===== src/rtl/assert_macros.svh =====
// ---------------------------------------------------------------------------
// Assertion macros
// Short forms for the concurrent checks used in the RTL.
// ---------------------------------------------------------------------------
`ifndef ASSERT_MACROS_SVH
`define ASSERT_MACROS_SVH

// The consequent must hold in the same cycle as the antecedent.
`define ASSERT_HOLDS(label, clk, rst, ante, cons, msg) \
   label: assert property (@(posedge clk) disable iff (rst) (ante) |-> (cons)) \
      else $error(msg);

// The consequent must hold in the cycle after the antecedent.
`define ASSERT_NEXT(label, clk, rst, ante, cons, msg) \
   label: assert property (@(posedge clk) disable iff (rst) (ante) |=> (cons)) \
      else $error(msg);

`endif


===== src/rtl/imuc_pkg.sv =====
// ---------------------------------------------------------------------------
// IMU attitude filter package
// Item types, register indexes, reset values and shared arithmetic helpers.
// ---------------------------------------------------------------------------
package imuc_pkg;

   // Fraction bits of the arctangent table, in degrees.
   localparam int TAB_FRAC = 24;
   // Gyro counts per degree per second.
   localparam int GYRO_SCALE = 131;
   // Degrees per radian with 24 fraction bits.
   localparam logic [63:0] DEG_PER_RAD_Q24 = 64'd961263669;

   // Blend weight of exactly one.
   localparam logic [16:0] WEIGHT_ONE = 17'd65536;
   localparam logic [16:0] BLEND_WEIGHT_RESET = 17'd64225;
   localparam logic [23:0] TIME_STEP_RESET = 24'd335544;

   // Register indexes.
   localparam int CSR_INDEX_W = 8;
   localparam logic [CSR_INDEX_W-1:0] CSR_BLEND_WEIGHT = 8'd0;
   localparam logic [CSR_INDEX_W-1:0] CSR_TIME_STEP = 8'd1;

   // One set of raw IMU samples.
   typedef struct packed {
      logic signed [15:0] accel_x;
      logic signed [15:0] accel_y;
      logic signed [15:0] accel_z;
      logic signed [15:0] gyro_x;
      logic signed [15:0] gyro_y;
      logic signed [15:0] gyro_z;
   } imu_sample_type;

   // One attitude estimate, degrees in signed fixed point.
   typedef struct packed {
      logic signed [31:0] roll_out;
      logic signed [31:0] pitch_out;
      logic signed [31:0] yaw_out;
   } attitude_type;

   // Arctangent of 2^-i in degrees with 24 fraction bits.
   function automatic logic [31:0] atan_entry(input logic [4:0] idx);
      logic [63:0] v;
      v = '0;
      unique case (idx)
         5'd0:  v = 64'd754974720;
         5'd1:  v = 64'd445687602;
         5'd2:  v = 64'd235489088;
         5'd3:  v = 64'd119537938;
         5'd4:  v = 64'd60000934;
         5'd5:  v = 64'd30029717;
         5'd6:  v = 64'd15018523;
         5'd7:  v = 64'd7509720;
         5'd8:  v = 64'd3754917;
         5'd9:  v = 64'd1877466;
         5'd10: v = 64'd938734;
         5'd11: v = 64'd469367;
         5'd12: v = 64'd234684;
         5'd13: v = 64'd117342;
         5'd14: v = 64'd58671;
         5'd15: v = 64'd29335;
         default: v = (DEG_PER_RAD_Q24 + (64'd1 << (idx - 5'd1))) >> idx;
      endcase
      return v[31:0];
   endfunction

   // Saturate to the signed 32-bit range.
   function automatic logic signed [31:0] sat32(input logic signed [63:0] v);
      logic signed [31:0] r;
      r = v[31:0];
      if (v > 64'sd2147483647) begin
         r = 32'sh7fffffff;
      end else if (v < -64'sd2147483648) begin
         r = 32'sh80000000;
      end
      return r;
   endfunction

endpackage


===== src/rtl/imuc_rate.sv =====
// ---------------------------------------------------------------------------
// Gyro increment unit
// Computes raw * time_step / (131 * 2^(24 - ANGLE_FRAC_BITS)), rounded to
// nearest with ties away from zero, by a bit-serial division.
// ---------------------------------------------------------------------------
module imuc_rate #(
   parameter int ANGLE_FRAC_BITS = 16
) (
   input  logic               clock,
   input  logic               reset,
   input  logic               start,
   input  logic signed [15:0] raw,
   input  logic [23:0]        step,
   output logic               done,
   output logic signed [33:0] delta
);
   import imuc_pkg::*;

   localparam int PW    = 41;
   localparam int DW    = 40;
   localparam int SHIFT = TAB_FRAC - ANGLE_FRAC_BITS;
   localparam logic [DW-1:0] HALF_DEN = DW'((GYRO_SCALE * (1 << SHIFT)) / 2);
   localparam logic [8:0]    DIVISOR  = 9'(GYRO_SCALE);
   localparam logic [5:0]    LAST_BIT = 6'(DW - 1);

   typedef enum logic [1:0] {ST_IDLE, ST_PREP, ST_DIV} state_type;

   state_type            state_ff, state_in;
   logic signed [PW-1:0] prod_ff, prod_in;
   logic [DW-1:0]        div_ff, div_in;
   logic [7:0]           rem_ff, rem_in;
   logic [5:0]           cnt_ff, cnt_in;
   logic                 neg_ff, neg_in;
   logic                 done_ff, done_in;
   logic signed [33:0]   delta_ff, delta_in;

   logic [PW-1:0]        mag;
   logic [DW-1:0]        biased;
   logic [8:0]           rem_cat, rem_sub;
   logic                 ge;
   logic [DW-1:0]        div_next;
   logic signed [33:0]   quot;

   // Magnitude with rounding bias, and one quotient bit per cycle.
   always_comb begin
      mag      = prod_ff[PW-1] ? unsigned'(-prod_ff) : unsigned'(prod_ff);
      biased   = (mag[DW-1:0] + HALF_DEN) >> SHIFT;
      rem_cat  = {rem_ff, div_ff[DW-1]};
      rem_sub  = rem_cat - DIVISOR;
      ge       = (rem_cat >= DIVISOR);
      div_next = {div_ff[DW-2:0], ge};
      quot     = $signed({1'b0, div_next[32:0]});
   end

   // Sequencer.
   always_comb begin
      state_in = state_ff;
      prod_in  = prod_ff;
      div_in   = div_ff;
      rem_in   = rem_ff;
      cnt_in   = cnt_ff;
      neg_in   = neg_ff;
      done_in  = done_ff;
      delta_in = delta_ff;
      unique case (state_ff)
         ST_IDLE: begin
            if (start) begin
               prod_in  = raw * $signed({1'b0, step});
               done_in  = 1'b0;
               state_in = ST_PREP;
            end
         end
         ST_PREP: begin
            div_in   = biased;
            neg_in   = prod_ff[PW-1];
            rem_in   = '0;
            cnt_in   = '0;
            state_in = ST_DIV;
         end
         ST_DIV: begin
            rem_in = ge ? rem_sub[7:0] : rem_cat[7:0];
            div_in = div_next;
            cnt_in = cnt_ff + 6'd1;
            if (cnt_ff == LAST_BIT) begin
               delta_in = neg_ff ? -quot : quot;
               done_in  = 1'b1;
               state_in = ST_IDLE;
            end
         end
         default: state_in = ST_IDLE;
      endcase
   end

   always_ff @(posedge clock) begin
      if (reset) begin
         state_ff <= ST_IDLE;
         done_ff  <= 1'b0;
      end else begin
         state_ff <= state_in;
         done_ff  <= done_in;
      end
      prod_ff  <= prod_in;
      div_ff   <= div_in;
      rem_ff   <= rem_in;
      cnt_ff   <= cnt_in;
      neg_ff   <= neg_in;
      delta_ff <= delta_in;
   end

   assign done  = done_ff;
   assign delta = delta_ff;

endmodule


===== config.mk =====
export PLATFORM = sky130hd
export DESIGN_NAME = imuc_rate
export DESIGN_NICKNAME = d
export VERILOG_FILES = /design/src/rtl/assert_macros.svh /design/src/rtl/imuc_pkg.sv /design/src/rtl/imuc_rate.sv
export SDC_FILE = /design/constraint.sdc
export NUM_CORES = 1
export LEC_CHECK = 0
export BUFFER_PORTS_ARGS = -buffer_cell sky130_fd_sc_hd__buf_2
export CORE_MARGIN = 1.5
export CORE_UTILIZATION = 57
export CTS_BUF_LIST = sky130_fd_sc_hd__clkbuf_8
export CTS_CLUSTER_SIZE = 12
export DETAILED_ROUTE_END_ITERATION = 10
export GPL_TIMING_DRIVEN = 0
export PLACE_DENSITY = 0.72
export SLEW_MARGIN = 20
export SYNTH_ARGS = -nofsm -noshare
export SYNTH_HDL_FRONTEND = slang
export SYNTH_SLANG_ARGS = --single-unit

===== constraint.sdc =====
create_clock -name clock -period 7.85 [get_ports clock]
set_input_delay 0.3925 -clock clock [delete_from_list [all_inputs] [get_ports clock]]
set_output_delay 0.3925 -clock clock [all_outputs]
set_load 0.03 [all_outputs]

==> impl_metrics.ini <==
[worst_setup_path]
critical_path.cell_chain = buf_2, clkinv_1, clkbuf_1, nor2_1, fa_1, fa_1, fa_1, fa_1, fa_1, inv_1, fa_1, inv_1, ha_1, clkbuf_1, a211oi_1, nor2_1, a211oi_1, a211oi_1, a311oi_1, o21ai_1, or4_1, nand4_1
cp-start-kind = input pin
path_common_cell = fa_1
cp.required_ns = 8.16
cpMaxStageDelayCell = fa_1
critical_path_class = in -> reg
rr_worst_depth = 15
r2r_slack_ns = 2.77
max_stage_delay_ns = 0.55
cp_max_fo = 10
crit_arrival_ns = 7.79
end_kind = flip-flop

[timing]
hold_viol = 0
tightest_slew_ns = 0.834
slew_headroom = 0.444
max_freq_ghz = 0.134
fin_crit_sh = 0.952
fin_worst_skew_ns = 0.0163
rsz0062_at_grt = false
setup_violations = 0
period_minus_slack_ns = 7.48
slew_violations = 0

[yosys]
synthesis.area_um2 = 20100
yosys_warnings = 0
ys_types = 77
synth.area.top_cells = fa_1 (31%), edfxtp_1 (19%), ha_1 (9.2%)
synthTopCellsByCount = inv_1 (416), fa_1 (306), nand2_1 (266)
yosysMostFrequentCell = inv_1
synth_seq_cells = 133
synth_top_cell_area_share = 0.306
synth-edff-count = 130
avgSynthCellArea_um2 = 9.38
post_synth_inst_count = 2137
ys.flop_type = edfxtp_1
synthArstFlopShare = 0
seq_area_frac_synth = 0.198
synth_top_cell_by_area = fa_1
syn_nets = 2633

[die]
dieArea_um2 = 36300
initial_utilization = 0.580
row_count = 68
num_io_pins = 78
die_h_um = 191
coreArea_um2 = 34500
chipWidth_um = 191

[layout]
layout-drive-gt1-share = 0.0672
design_area_um2 = 21400
fin_nets = 2730
n_fill_cell = 3003
seq_area_um2 = 3960
multi_input_area_um2 = 14200
syn_to_final_growth_pct = 6.85

[routing]
drc = 0
route.vias.total = 14858
drt-vias-per-instance = 5.50
met2_length_mm = 23.7
drt-wirelength-per-cell_um = 18.1
drt_iter0_drc = 873
top_layer_used = met4
dr.pass1.iters = 5
ant_nets = 0
wl_met1_mm = 20.6
dr_wl_met3_mm = 3.02
drt_wl_total_mm = 48.8

[grt]
grt_pass1_wl_mm = 79.5
grt_pass1_vias = 15254
grt_max_degree = 55
antenna_found_initial = 1
grt_overflow_total = 0
grt.total_usage = 0.283

[placement]
hpwlAfterDp_mm = 40.5
port_buffers = 77
place_congestion = 0.961
dpl_cell_area_um2 = 21000

[clock_tree]
cts_tree = yes
post_cts_buffers = 0
cts_sinks = 133
cts_htree_levels = 4
cts.clk_slew.worst_paths_ns = 0.08
insertion_delay_ns = 0.44
cts_buffer_depth = 2
numCtsBuffers = 17
root_buffer = clkbuf_8

[min_path]
hold_class = in -> reg
whs_path_depth = 2

[flow_run]
drv_cap = 0

[run_status]
status = completed
[cell usage in the layout, fill, tap and decap left out, types with 8 or more instances in the layout]
cell type and count:
inv_1 415, fa_1 306, nand2_1 266, and2_1 188
ha_1 146, edfxtp_1 130, xnor2_1 92, nor2_1 85
buf_2 80, clkbuf_1 72, o21ai_0 58, a21oi_1 57
xor2_1 29, nand3_1 20, clkbuf_8 18, nor3_1 17
o31ai_1 17, nand2b_1 16, a21o_1 16, nand4_1 14
or4_1 13, a211oi_1 11, nor4_1 11, or3_1 11
nand3b_1 11, o41ai_1 11, nor2b_1 8
[what timing repair did]
item,CTS,global route
gates resized for setup,0,1
hold buffers,0,0
endpoints found under the setup margin,0,2
[cells by family after synthesis]
family                   share of synthesized area
adder cells (fa/ha/maj)                      0.397
buffers and inverters                       0.0960
AND/OR/NAND/NOR                              0.175
multiplexers                               0.00693
flip-flops                                   0.198
XOR/XNOR                                    0.0529
AO/OA/AOI/OAI                               0.0743
[final timing paths]
kind,start,to
worst max-delay path,raw[15],prod_ff[38]
worst min-delay path,reset,state_ff[0]
worst max register to register,prod_ff[40],div_ff[27]
worst min register to register,div_ff[38],div_ff[39]
[per-layer routing]
metal | global-route usage | vias to the layer above
met5 | 0 | -
met4 | 0.0954 | 0
met3 | 0.0335 | 82
met2 | 0.487 | 513
met1 | 0.371 | 7303
li1 | - | 6960
[area by class of cell]
type                            count  share of cell area
Sequential cell                   133               0.185
Timing Repair Buffer               78              0.0189
Clock inverter                     15             0.00660
Antenna cell                        1            0.000117
Clock buffer                       17              0.0109
Inverter                          418              0.0732
Tap cell                          455              0.0266
Multi-Input combinational cell   1504               0.662
Buffer                             82              0.0166
[sequential cells by signal, summed over array words and instances (netlist names)]
name / count
prod_ff: 41
div_ff: 40
delta: 34
rem_ff: 8
cnt_ff: 6
state_ff: 2
done: 1
neg_ff: 1
[worst max-delay path, delay by kind of cell]
| family | cells | cell delay [ns] |
|---|---|---|
| adder cells (fa/ha/maj) | 7 | 3.38 |
| buffers and inverters | 6 | 1.55 |
| AO/OA/AOI/OAI | 5 | 1.50 |
| AND/OR/NAND/NOR | 4 | 0.95 |
[through the flow]
stage / setup TNS (ns) / std cells / setup slack [ns] / hold WS, ns / utilization
floorplan: 0 / 2137 / 1.32 / 0.424 / -
global placement: -0.208 / 2669 / -0.126 / 0.513 / 0.608
detailed placement: -0.267 / 2670 / -0.145 / 0.517 / 0.609
CTS: 0 / 2702 / 0.309 / 0.132 / 0.620
global route: 0 / 2703 / 0.0367 / 0.134 / 0.620
finish: 0 / 2703 / 0.373 / 0.149 / 0.620
Power is left out: the tool's default activity adds up to more than one toggle a clock period on the data nets, which glitch-free logic cannot reach.
