## src/rtl/assert_macros.svh

```systemverilog
// ---------------------------------------------------------------------------
// Assertion macros
// Short forms for the concurrent checks used in the RTL.
// ---------------------------------------------------------------------------
`ifndef ASSERT_MACROS_SVH
`define ASSERT_MACROS_SVH

// The consequent must hold in the same cycle as the antecedent.
`define ASSERT_HOLDS(label, clk, rst, ante, cons, msg) \
   label: assert property (@(posedge clk) disable iff (rst) (ante) |-> (cons)) \
      else $error(msg);

// The consequent must hold in the cycle after the antecedent.
`define ASSERT_NEXT(label, clk, rst, ante, cons, msg) \
   label: assert property (@(posedge clk) disable iff (rst) (ante) |=> (cons)) \
      else $error(msg);

`endif

```

## src/rtl/imuc_pkg.sv

```systemverilog
// ---------------------------------------------------------------------------
// IMU attitude filter package
// Item types, register indexes, reset values and shared arithmetic helpers.
// ---------------------------------------------------------------------------
package imuc_pkg;

   // Fraction bits of the arctangent table, in degrees.
   localparam int TAB_FRAC = 24;
   // Gyro counts per degree per second.
   localparam int GYRO_SCALE = 131;
   // Degrees per radian with 24 fraction bits.
   localparam logic [63:0] DEG_PER_RAD_Q24 = 64'd961263669;

   // Blend weight of exactly one.
   localparam logic [16:0] WEIGHT_ONE = 17'd65536;
   localparam logic [16:0] BLEND_WEIGHT_RESET = 17'd64225;
   localparam logic [23:0] TIME_STEP_RESET = 24'd335544;

   // Register indexes.
   localparam int CSR_INDEX_W = 8;
   localparam logic [CSR_INDEX_W-1:0] CSR_BLEND_WEIGHT = 8'd0;
   localparam logic [CSR_INDEX_W-1:0] CSR_TIME_STEP = 8'd1;

   // One set of raw IMU samples.
   typedef struct packed {
      logic signed [15:0] accel_x;
      logic signed [15:0] accel_y;
      logic signed [15:0] accel_z;
      logic signed [15:0] gyro_x;
      logic signed [15:0] gyro_y;
      logic signed [15:0] gyro_z;
   } imu_sample_type;

   // One attitude estimate, degrees in signed fixed point.
   typedef struct packed {
      logic signed [31:0] roll_out;
      logic signed [31:0] pitch_out;
      logic signed [31:0] yaw_out;
   } attitude_type;

   // Arctangent of 2^-i in degrees with 24 fraction bits.
   function automatic logic [31:0] atan_entry(input logic [4:0] idx);
      logic [63:0] v;
      v = '0;
      unique case (idx)
         5'd0:  v = 64'd754974720;
         5'd1:  v = 64'd445687602;
         5'd2:  v = 64'd235489088;
         5'd3:  v = 64'd119537938;
         5'd4:  v = 64'd60000934;
         5'd5:  v = 64'd30029717;
         5'd6:  v = 64'd15018523;
         5'd7:  v = 64'd7509720;
         5'd8:  v = 64'd3754917;
         5'd9:  v = 64'd1877466;
         5'd10: v = 64'd938734;
         5'd11: v = 64'd469367;
         5'd12: v = 64'd234684;
         5'd13: v = 64'd117342;
         5'd14: v = 64'd58671;
         5'd15: v = 64'd29335;
         default: v = (DEG_PER_RAD_Q24 + (64'd1 << (idx - 5'd1))) >> idx;
      endcase
      return v[31:0];
   endfunction

   // Saturate to the signed 32-bit range.
   function automatic logic signed [31:0] sat32(input logic signed [63:0] v);
      logic signed [31:0] r;
      r = v[31:0];
      if (v > 64'sd2147483647) begin
         r = 32'sh7fffffff;
      end else if (v < -64'sd2147483648) begin
         r = 32'sh80000000;
      end
      return r;
   endfunction

endpackage

```

## src/rtl/imuc_angle.sv

```systemverilog
// ---------------------------------------------------------------------------
// Accelerometer angle unit
// Computes atan2(num, sqrt(a^2 + b^2)) in degrees: a two-bit-per-cycle
// square root followed by an iterative vectoring CORDIC.
// ---------------------------------------------------------------------------
module imuc_angle #(
   parameter int CORDIC_STEPS    = 16,
   parameter int ANGLE_FRAC_BITS = 16
) (
   input  logic               clock,
   input  logic               reset,
   input  logic               start,
   input  logic signed [16:0] num,
   input  logic signed [15:0] side_a,
   input  logic signed [15:0] side_b,
   output logic               done,
   output logic signed [32:0] angle
);
   import imuc_pkg::*;

   localparam int XW    = 28;
   localparam int ZW    = 33;
   localparam int ROOTW = 24;
   localparam int RADW  = 48;
   localparam int REMW  = 26;
   localparam int CW    = (CORDIC_STEPS > 1) ? $clog2(CORDIC_STEPS) : 1;
   localparam int SHIFT = TAB_FRAC - ANGLE_FRAC_BITS;
   localparam logic signed [ZW-1:0] ROUND_HALF =
      (SHIFT > 0) ? (ZW'(1) << ((SHIFT > 0) ? SHIFT - 1 : 0)) : '0;
   localparam logic [CW-1:0] LAST_STEP = CW'(CORDIC_STEPS - 1);
   localparam logic [4:0]    LAST_ROOT = 5'(ROOTW - 1);

   typedef enum logic [2:0] {
      ST_IDLE, ST_SQA, ST_SQB, ST_ROOT, ST_ROT, ST_ROUND
   } state_type;

   state_type              state_ff, state_in;
   logic [31:0]            sq_ff, sq_in;
   logic [RADW-1:0]        rad_ff, rad_in;
   logic [REMW-1:0]        rem_ff, rem_in;
   logic [ROOTW-1:0]       root_ff, root_in;
   logic [4:0]             rcnt_ff, rcnt_in;
   logic signed [XW-1:0]   x_ff, x_in, y_ff, y_in;
   logic signed [ZW-1:0]   z_ff, z_in;
   logic [CW-1:0]          step_ff, step_in;
   logic                   zero_ff, zero_in;
   logic                   done_ff, done_in;
   logic signed [ZW-1:0]   angle_ff, angle_in;

   logic signed [31:0]     prod;
   logic [REMW+1:0]        rem_cat, trial, rem_diff;
   logic                   fits;
   logic [ROOTW-1:0]       root_next;
   logic signed [XW-1:0]   xs, ys;
   logic signed [ZW-1:0]   ent, z_round;

   // Shared squarer, then the square root digit and the CORDIC step.
   always_comb begin
      prod      = (state_ff == ST_SQA) ? side_a * side_a : side_b * side_b;
      rem_cat   = {rem_ff, rad_ff[RADW-1 -: 2]};
      trial     = {2'b00, root_ff, 2'b01};
      rem_diff  = rem_cat - trial;
      fits      = (rem_cat >= trial);
      root_next = {root_ff[ROOTW-2:0], fits};
      xs        = x_ff >>> step_ff;
      ys        = y_ff >>> step_ff;
      ent       = $signed({1'b0, atan_entry(5'(step_ff))});
      z_round   = (z_ff + ROUND_HALF) >>> SHIFT;
   end

   // Sequencer.
   always_comb begin
      state_in = state_ff;
      sq_in    = sq_ff;
      rad_in   = rad_ff;
      rem_in   = rem_ff;
      root_in  = root_ff;
      rcnt_in  = rcnt_ff;
      x_in     = x_ff;
      y_in     = y_ff;
      z_in     = z_ff;
      step_in  = step_ff;
      zero_in  = zero_ff;
      done_in  = done_ff;
      angle_in = angle_ff;
      unique case (state_ff)
         ST_IDLE: begin
            if (start) begin
               done_in  = 1'b0;
               state_in = ST_SQA;
            end
         end
         ST_SQA: begin
            sq_in    = unsigned'(prod);
            state_in = ST_SQB;
         end
         ST_SQB: begin
            rad_in   = {sq_ff + unsigned'(prod), 16'h0000};
            rem_in   = '0;
            root_in  = '0;
            rcnt_in  = '0;
            state_in = ST_ROOT;
         end
         ST_ROOT: begin
            rem_in  = fits ? rem_diff[REMW-1:0] : rem_cat[REMW-1:0];
            root_in = root_next;
            rad_in  = rad_ff << 2;
            rcnt_in = rcnt_ff + 5'd1;
            if (rcnt_ff == LAST_ROOT) begin
               x_in     = XW'({1'b0, root_next});
               y_in     = XW'($signed({num, 8'h00}));
               z_in     = '0;
               step_in  = '0;
               zero_in  = (root_next == '0) && (num == '0);
               state_in = ST_ROT;
            end
         end
         ST_ROT: begin
            if (!y_ff[XW-1]) begin
               x_in = x_ff + ys;
               y_in = y_ff - xs;
               z_in = z_ff + ent;
            end else begin
               x_in = x_ff - ys;
               y_in = y_ff + xs;
               z_in = z_ff - ent;
            end
            step_in = step_ff + CW'(1);
            if (step_ff == LAST_STEP) begin
               state_in = ST_ROUND;
            end
         end
         ST_ROUND: begin
            angle_in = zero_ff ? '0 : z_round;
            done_in  = 1'b1;
            state_in = ST_IDLE;
         end
         default: state_in = ST_IDLE;
      endcase
   end

   always_ff @(posedge clock) begin
      if (reset) begin
         state_ff <= ST_IDLE;
         done_ff  <= 1'b0;
      end else begin
         state_ff <= state_in;
         done_ff  <= done_in;
      end
      sq_ff    <= sq_in;
      rad_ff   <= rad_in;
      rem_ff   <= rem_in;
      root_ff  <= root_in;
      rcnt_ff  <= rcnt_in;
      x_ff     <= x_in;
      y_ff     <= y_in;
      z_ff     <= z_in;
      step_ff  <= step_in;
      zero_ff  <= zero_in;
      angle_ff <= angle_in;
   end

   assign done  = done_ff;
   assign angle = angle_ff;

endmodule

```

## config.mk

```make
export PLATFORM = sky130hd
export DESIGN_NAME = imuc_angle
export DESIGN_NICKNAME = d
export VERILOG_FILES = /design/src/rtl/assert_macros.svh /design/src/rtl/imuc_pkg.sv /design/src/rtl/imuc_angle.sv
export SDC_FILE = /design/constraint.sdc
export NUM_CORES = 2
export LEC_CHECK = 0
export ABC_AREA = 1
export ABC_CLOCK_PERIOD_IN_PS = 10200
export BUFFER_PORTS_ARGS = -buffer_cell sky130_fd_sc_hd__buf_2
export CORE_MARGIN = 2
export CORE_UTILIZATION = 40
export CTS_BUF_LIST = sky130_fd_sc_hd__clkbuf_16
export DETAILED_ROUTE_END_ITERATION = 10
export PLACE_DENSITY = 0.57
export SYNTH_ARGS = -nofsm -noshare
export SYNTH_HDL_FRONTEND = slang
export SYNTH_SLANG_ARGS = --single-unit
```

## constraint.sdc

```tcl
create_clock -name clock -period 10.2 [get_ports clock]
set_input_delay 1.02 -clock clock [delete_from_list [all_inputs] [get_ports clock]]
set_output_delay 1.02 -clock clock [all_outputs]
set_load 0.01 [all_outputs]
```

==> out/metrics.csv <==
metric,value,unit
status,completed,
worst path bufs/invs,6,
drt first-iter violations,1820,
worst slew margin relative to its limit,28.1,%
slew at the pin closest to its max-slew limit,1080,ps
number of top-level design ports,86,
crit-path leading delay family,adder cells,
Crit Path Max Fanout,22,
worst hold-check path type,reg2reg,
routed via count,35100,
smallest hold slack,492,ps
via count of the first global-routing pass,36100,
# port buffers,85,
min Tclk post-route,8490,ps
number of hold violations in the final report,0,
Synth Area per Inst,7.58,um2
Core Area,0.103,mm2
share of the core filled with cells in the final layout,42.9,%
initial antenna violation count,1,
ys async rst share,0,%
total length of routed wires,111,mm
Area Overhead vs Synth,6.44,%
Slew Limit Fails,0,
Die Footprint,0.107,mm2
post-CTS setup buffers,0,
Setup Crit Path Kind,in2reg,
count of nets left with antenna violations after detail routing,0,
total negative slack for setup checks,0,ps
CP arrival,8790,ps
Placer Congestion,0.914,
number of detailed-route iterations in the first pass,8,
most used cell along the critical path,sky130_fd_sc_hd__fa_1,
post-layout net count,6334,
post-synthesis instance area,0.0417,mm2
Seq cells post-synth,271,
unrepaired setup endpoints after global routing,false,
register area,0.00780,mm2
Critical Path RT,10510,ps
CP peak stage delay,820,ps
quantity of gates resized following cts,0,
sum of net half-perimeters after detailed placement,90.8,mm
clock network latency to the later pin of the worst-skew pair,590,ps
"EDFF count, synth",237,
pin count of the biggest net entering global routing,74,
htree depth,2,
leftover overflow at the end of global routing,0,
number of cell rows,118,
routed length per instance,16.1,um
area of combinational cells with multiple inputs,0.0289,mm2
layout cell share with drive strength beyond 1,4.83,%
setup slack after placement,1170,ps
number of different library cells in the post-synthesis netlist,59,
share of the cycle needed by the critical path after routing,83.2,%
crit start category,input port,
vertical die dimension,327,um
capturing element type of the critical path,register,
vias per std cell,5.09,
post-synthesis instance total,5504,
clock root buffer,sky130_fd_sc_hd__clkbuf_16,
prevailing post-synth register cell,sky130_fd_sc_hd__edfxtp_1,
TritonCTS clock tree,built,
worst-case clock buffer depth,3,
number of sinks driven by the clock tree,271,
register area share after synthesis,18.7,%
clock slew at reported path FFs,60,ps
Clock Skew,48.8,ps
Tot GR Track Use,21.1,%
initial core utilization,40.3,%
number of maximum-capacitance violations,0,
post-detailed-route DRC marker count,0,
upper clock frequency limit,118,MHz
number of buffers inserted for hold repair after clock tree synthesis,0,
Synth Warn #,0,
CP max-delay cell,sky130_fd_sc_hd__fa_1,
horizontal die dimension,327,um
final worst slack,1710,ps
fillcell total,10800,
setup violation total in the final timing report,0,
Mapped Nets,6362,
wire length of the first global-routing pass,184,mm
number of buffers created by CTS,36,
-- Yosys cell counts, types with 10 or more instances --
cell	count	share of area [%]
sky130_fd_sc_hd__or2_2	28	0.42
sky130_fd_sc_hd__o21ai_0	270	3.2
sky130_fd_sc_hd__o211ai_1	12	0.22
sky130_fd_sc_hd__o221ai_1	10	0.21
sky130_fd_sc_hd__o21ai_2	12	0.25
sky130_fd_sc_hd__nand4_1	46	0.69
sky130_fd_sc_hd__nand2_2	13	0.19
sky130_fd_sc_hd__fa_1	479	23
sky130_fd_sc_hd__xnor2_1	81	1.7
sky130_fd_sc_hd__o21bai_1	19	0.34
sky130_fd_sc_hd__nor3_1	67	0.80
sky130_fd_sc_hd__dfxtp_1	34	1.6
sky130_fd_sc_hd__buf_2	27	0.32
sky130_fd_sc_hd__xor2_1	106	2.2
sky130_fd_sc_hd__o21a_1	19	0.34
sky130_fd_sc_hd__nand2_1	1139	10
sky130_fd_sc_hd__buf_1	17	0.15
sky130_fd_sc_hd__o31ai_1	11	0.20
sky130_fd_sc_hd__inv_2	20	0.18
sky130_fd_sc_hd__inv_1	1116	10
sky130_fd_sc_hd__nor4_1	23	0.34
sky130_fd_sc_hd__nor2_2	14	0.21
sky130_fd_sc_hd__a21oi_1	344	4.1
sky130_fd_sc_hd__buf_4	15	0.27
sky130_fd_sc_hd__a21o_1	34	0.61
sky130_fd_sc_hd__o21ai_1	27	0.32
sky130_fd_sc_hd__nor2_1	340	3.1
sky130_fd_sc_hd__nand3b_1	11	0.20
sky130_fd_sc_hd__nand3_1	400	4.8
sky130_fd_sc_hd__a31oi_1	26	0.39
sky130_fd_sc_hd__ha_1	327	9.8
sky130_fd_sc_hd__clkbuf_1	105	0.94
sky130_fd_sc_hd__edfxtp_1	237	17
-- worst paths after layout --
| check | startpoint | endpoint | slack, ps | cells past startpoint |
|---|---|---|---|---|
| min reg2reg | done | done | 490 | 2 |
| max reg2reg | step_ff[0] | y_ff[21] | 4400 | 27 |
| max | side_a[15] | rad_ff[47] | 1710 | 30 |
| min | done | done | 490 | 2 |
-- per-stage QoR --
stage	cell area [um2]	std cells
detailed placement	43300	6818
floorplan	41700	5504
CTS	44400	6882
global route	44400	6883
finish	44400	6884
global placement	43300	6818
-- final cells by class --
class / instances / area share, %
sequential: 271 / 17.5
tap: 1380 / 3.89
clock inverter: 28 / 0.543
clock buffer: 36 / 2.03
antenna: 2 / 0.0113
inverter: 1138 / 9.62
multi-input combinational: 3924 / 65.1
timing repair buffer: 105 / 1.30
-- registers in the layout, indices dropped and copies added, names as in the netlist --
signal    flops
rad_ff       32
rem_ff       26
root_ff      24
angle        25
zero_ff       1
sq_ff        31
y_ff         28
x_ff         28
step_ff       4
state_ff      3
rcnt_ff       5
z_ff         33
done          1
ent          30
-- cell usage in the layout (no fill, tap or decap), drive strengths merged, types with 6 or more instances in the layout --
| master | n |
|---|---|
| ha | 327 |
| nand3b | 11 |
| nor4 | 25 |
| fa | 479 |
| a21oi | 347 |
| buf | 105 |
| edfxtp | 237 |
| o31ai | 11 |
| o21a | 19 |
| o22ai | 9 |
| inv | 1143 |
| o21ai | 309 |
| a31oi | 26 |
| o211ai | 12 |
| a221oi | 7 |
| clkinv | 17 |
| nor2 | 356 |
| nand2 | 1152 |
| nand4 | 46 |
| a21boi | 9 |
| dfxtp | 34 |
| a21o | 34 |
| nor3b | 6 |
| xnor2 | 81 |
| o21bai | 19 |
| or2 | 29 |
| xor2 | 106 |
| a211oi | 7 |
| nand3 | 400 |
| nor3 | 69 |
| o221ai | 10 |
| clkbuf | 36 |
-- logic make-up (layout without fill, tap and decap cells) --
group                      count (synthesis)  in the layout  synth area share [%]
and+or+nand+nor                         2096           2096                  21.3
buffers and inverters                   1309           1307                  12.1
AOI/OAI and AO/OA                        832            832                  11.2
adders and majority gates                806            806                  32.8
DFF                                      271            271                  18.7
xor gates and xnor gates                 187            187                  3.92
muxes                                      3              3                0.0719
other                                      0              2                     0
-- metal layers --
| layer | part of all wire (%) | GRT usage [%] | wire [um] |
|---|---|---|---|
| met1 | 43 | 26.4 | 47300 |
| met2 | 52 | 39.3 | 57500 |
| met3 | 3.1 | 1.42 | 3410 |
| met4 | 2.6 | 5.48 | 2860 |
| met5 | 0 | 0 | 0 |
-- worst register-to-register path: cells and delay by family (launching register included) --
kind	cells	cell delay [ps]
adder cells (fa/ha/maj)	2	530
flip-flops	1	350
AO/OA/AOI/OAI	5	1280
AND/OR/NAND/NOR	14	1870
buffers and inverters	5	1340
XOR/XNOR	1	190
Power is left out: the tool's default activity adds up to more than one toggle a clock period on the data nets, which glitch-free logic cannot reach.
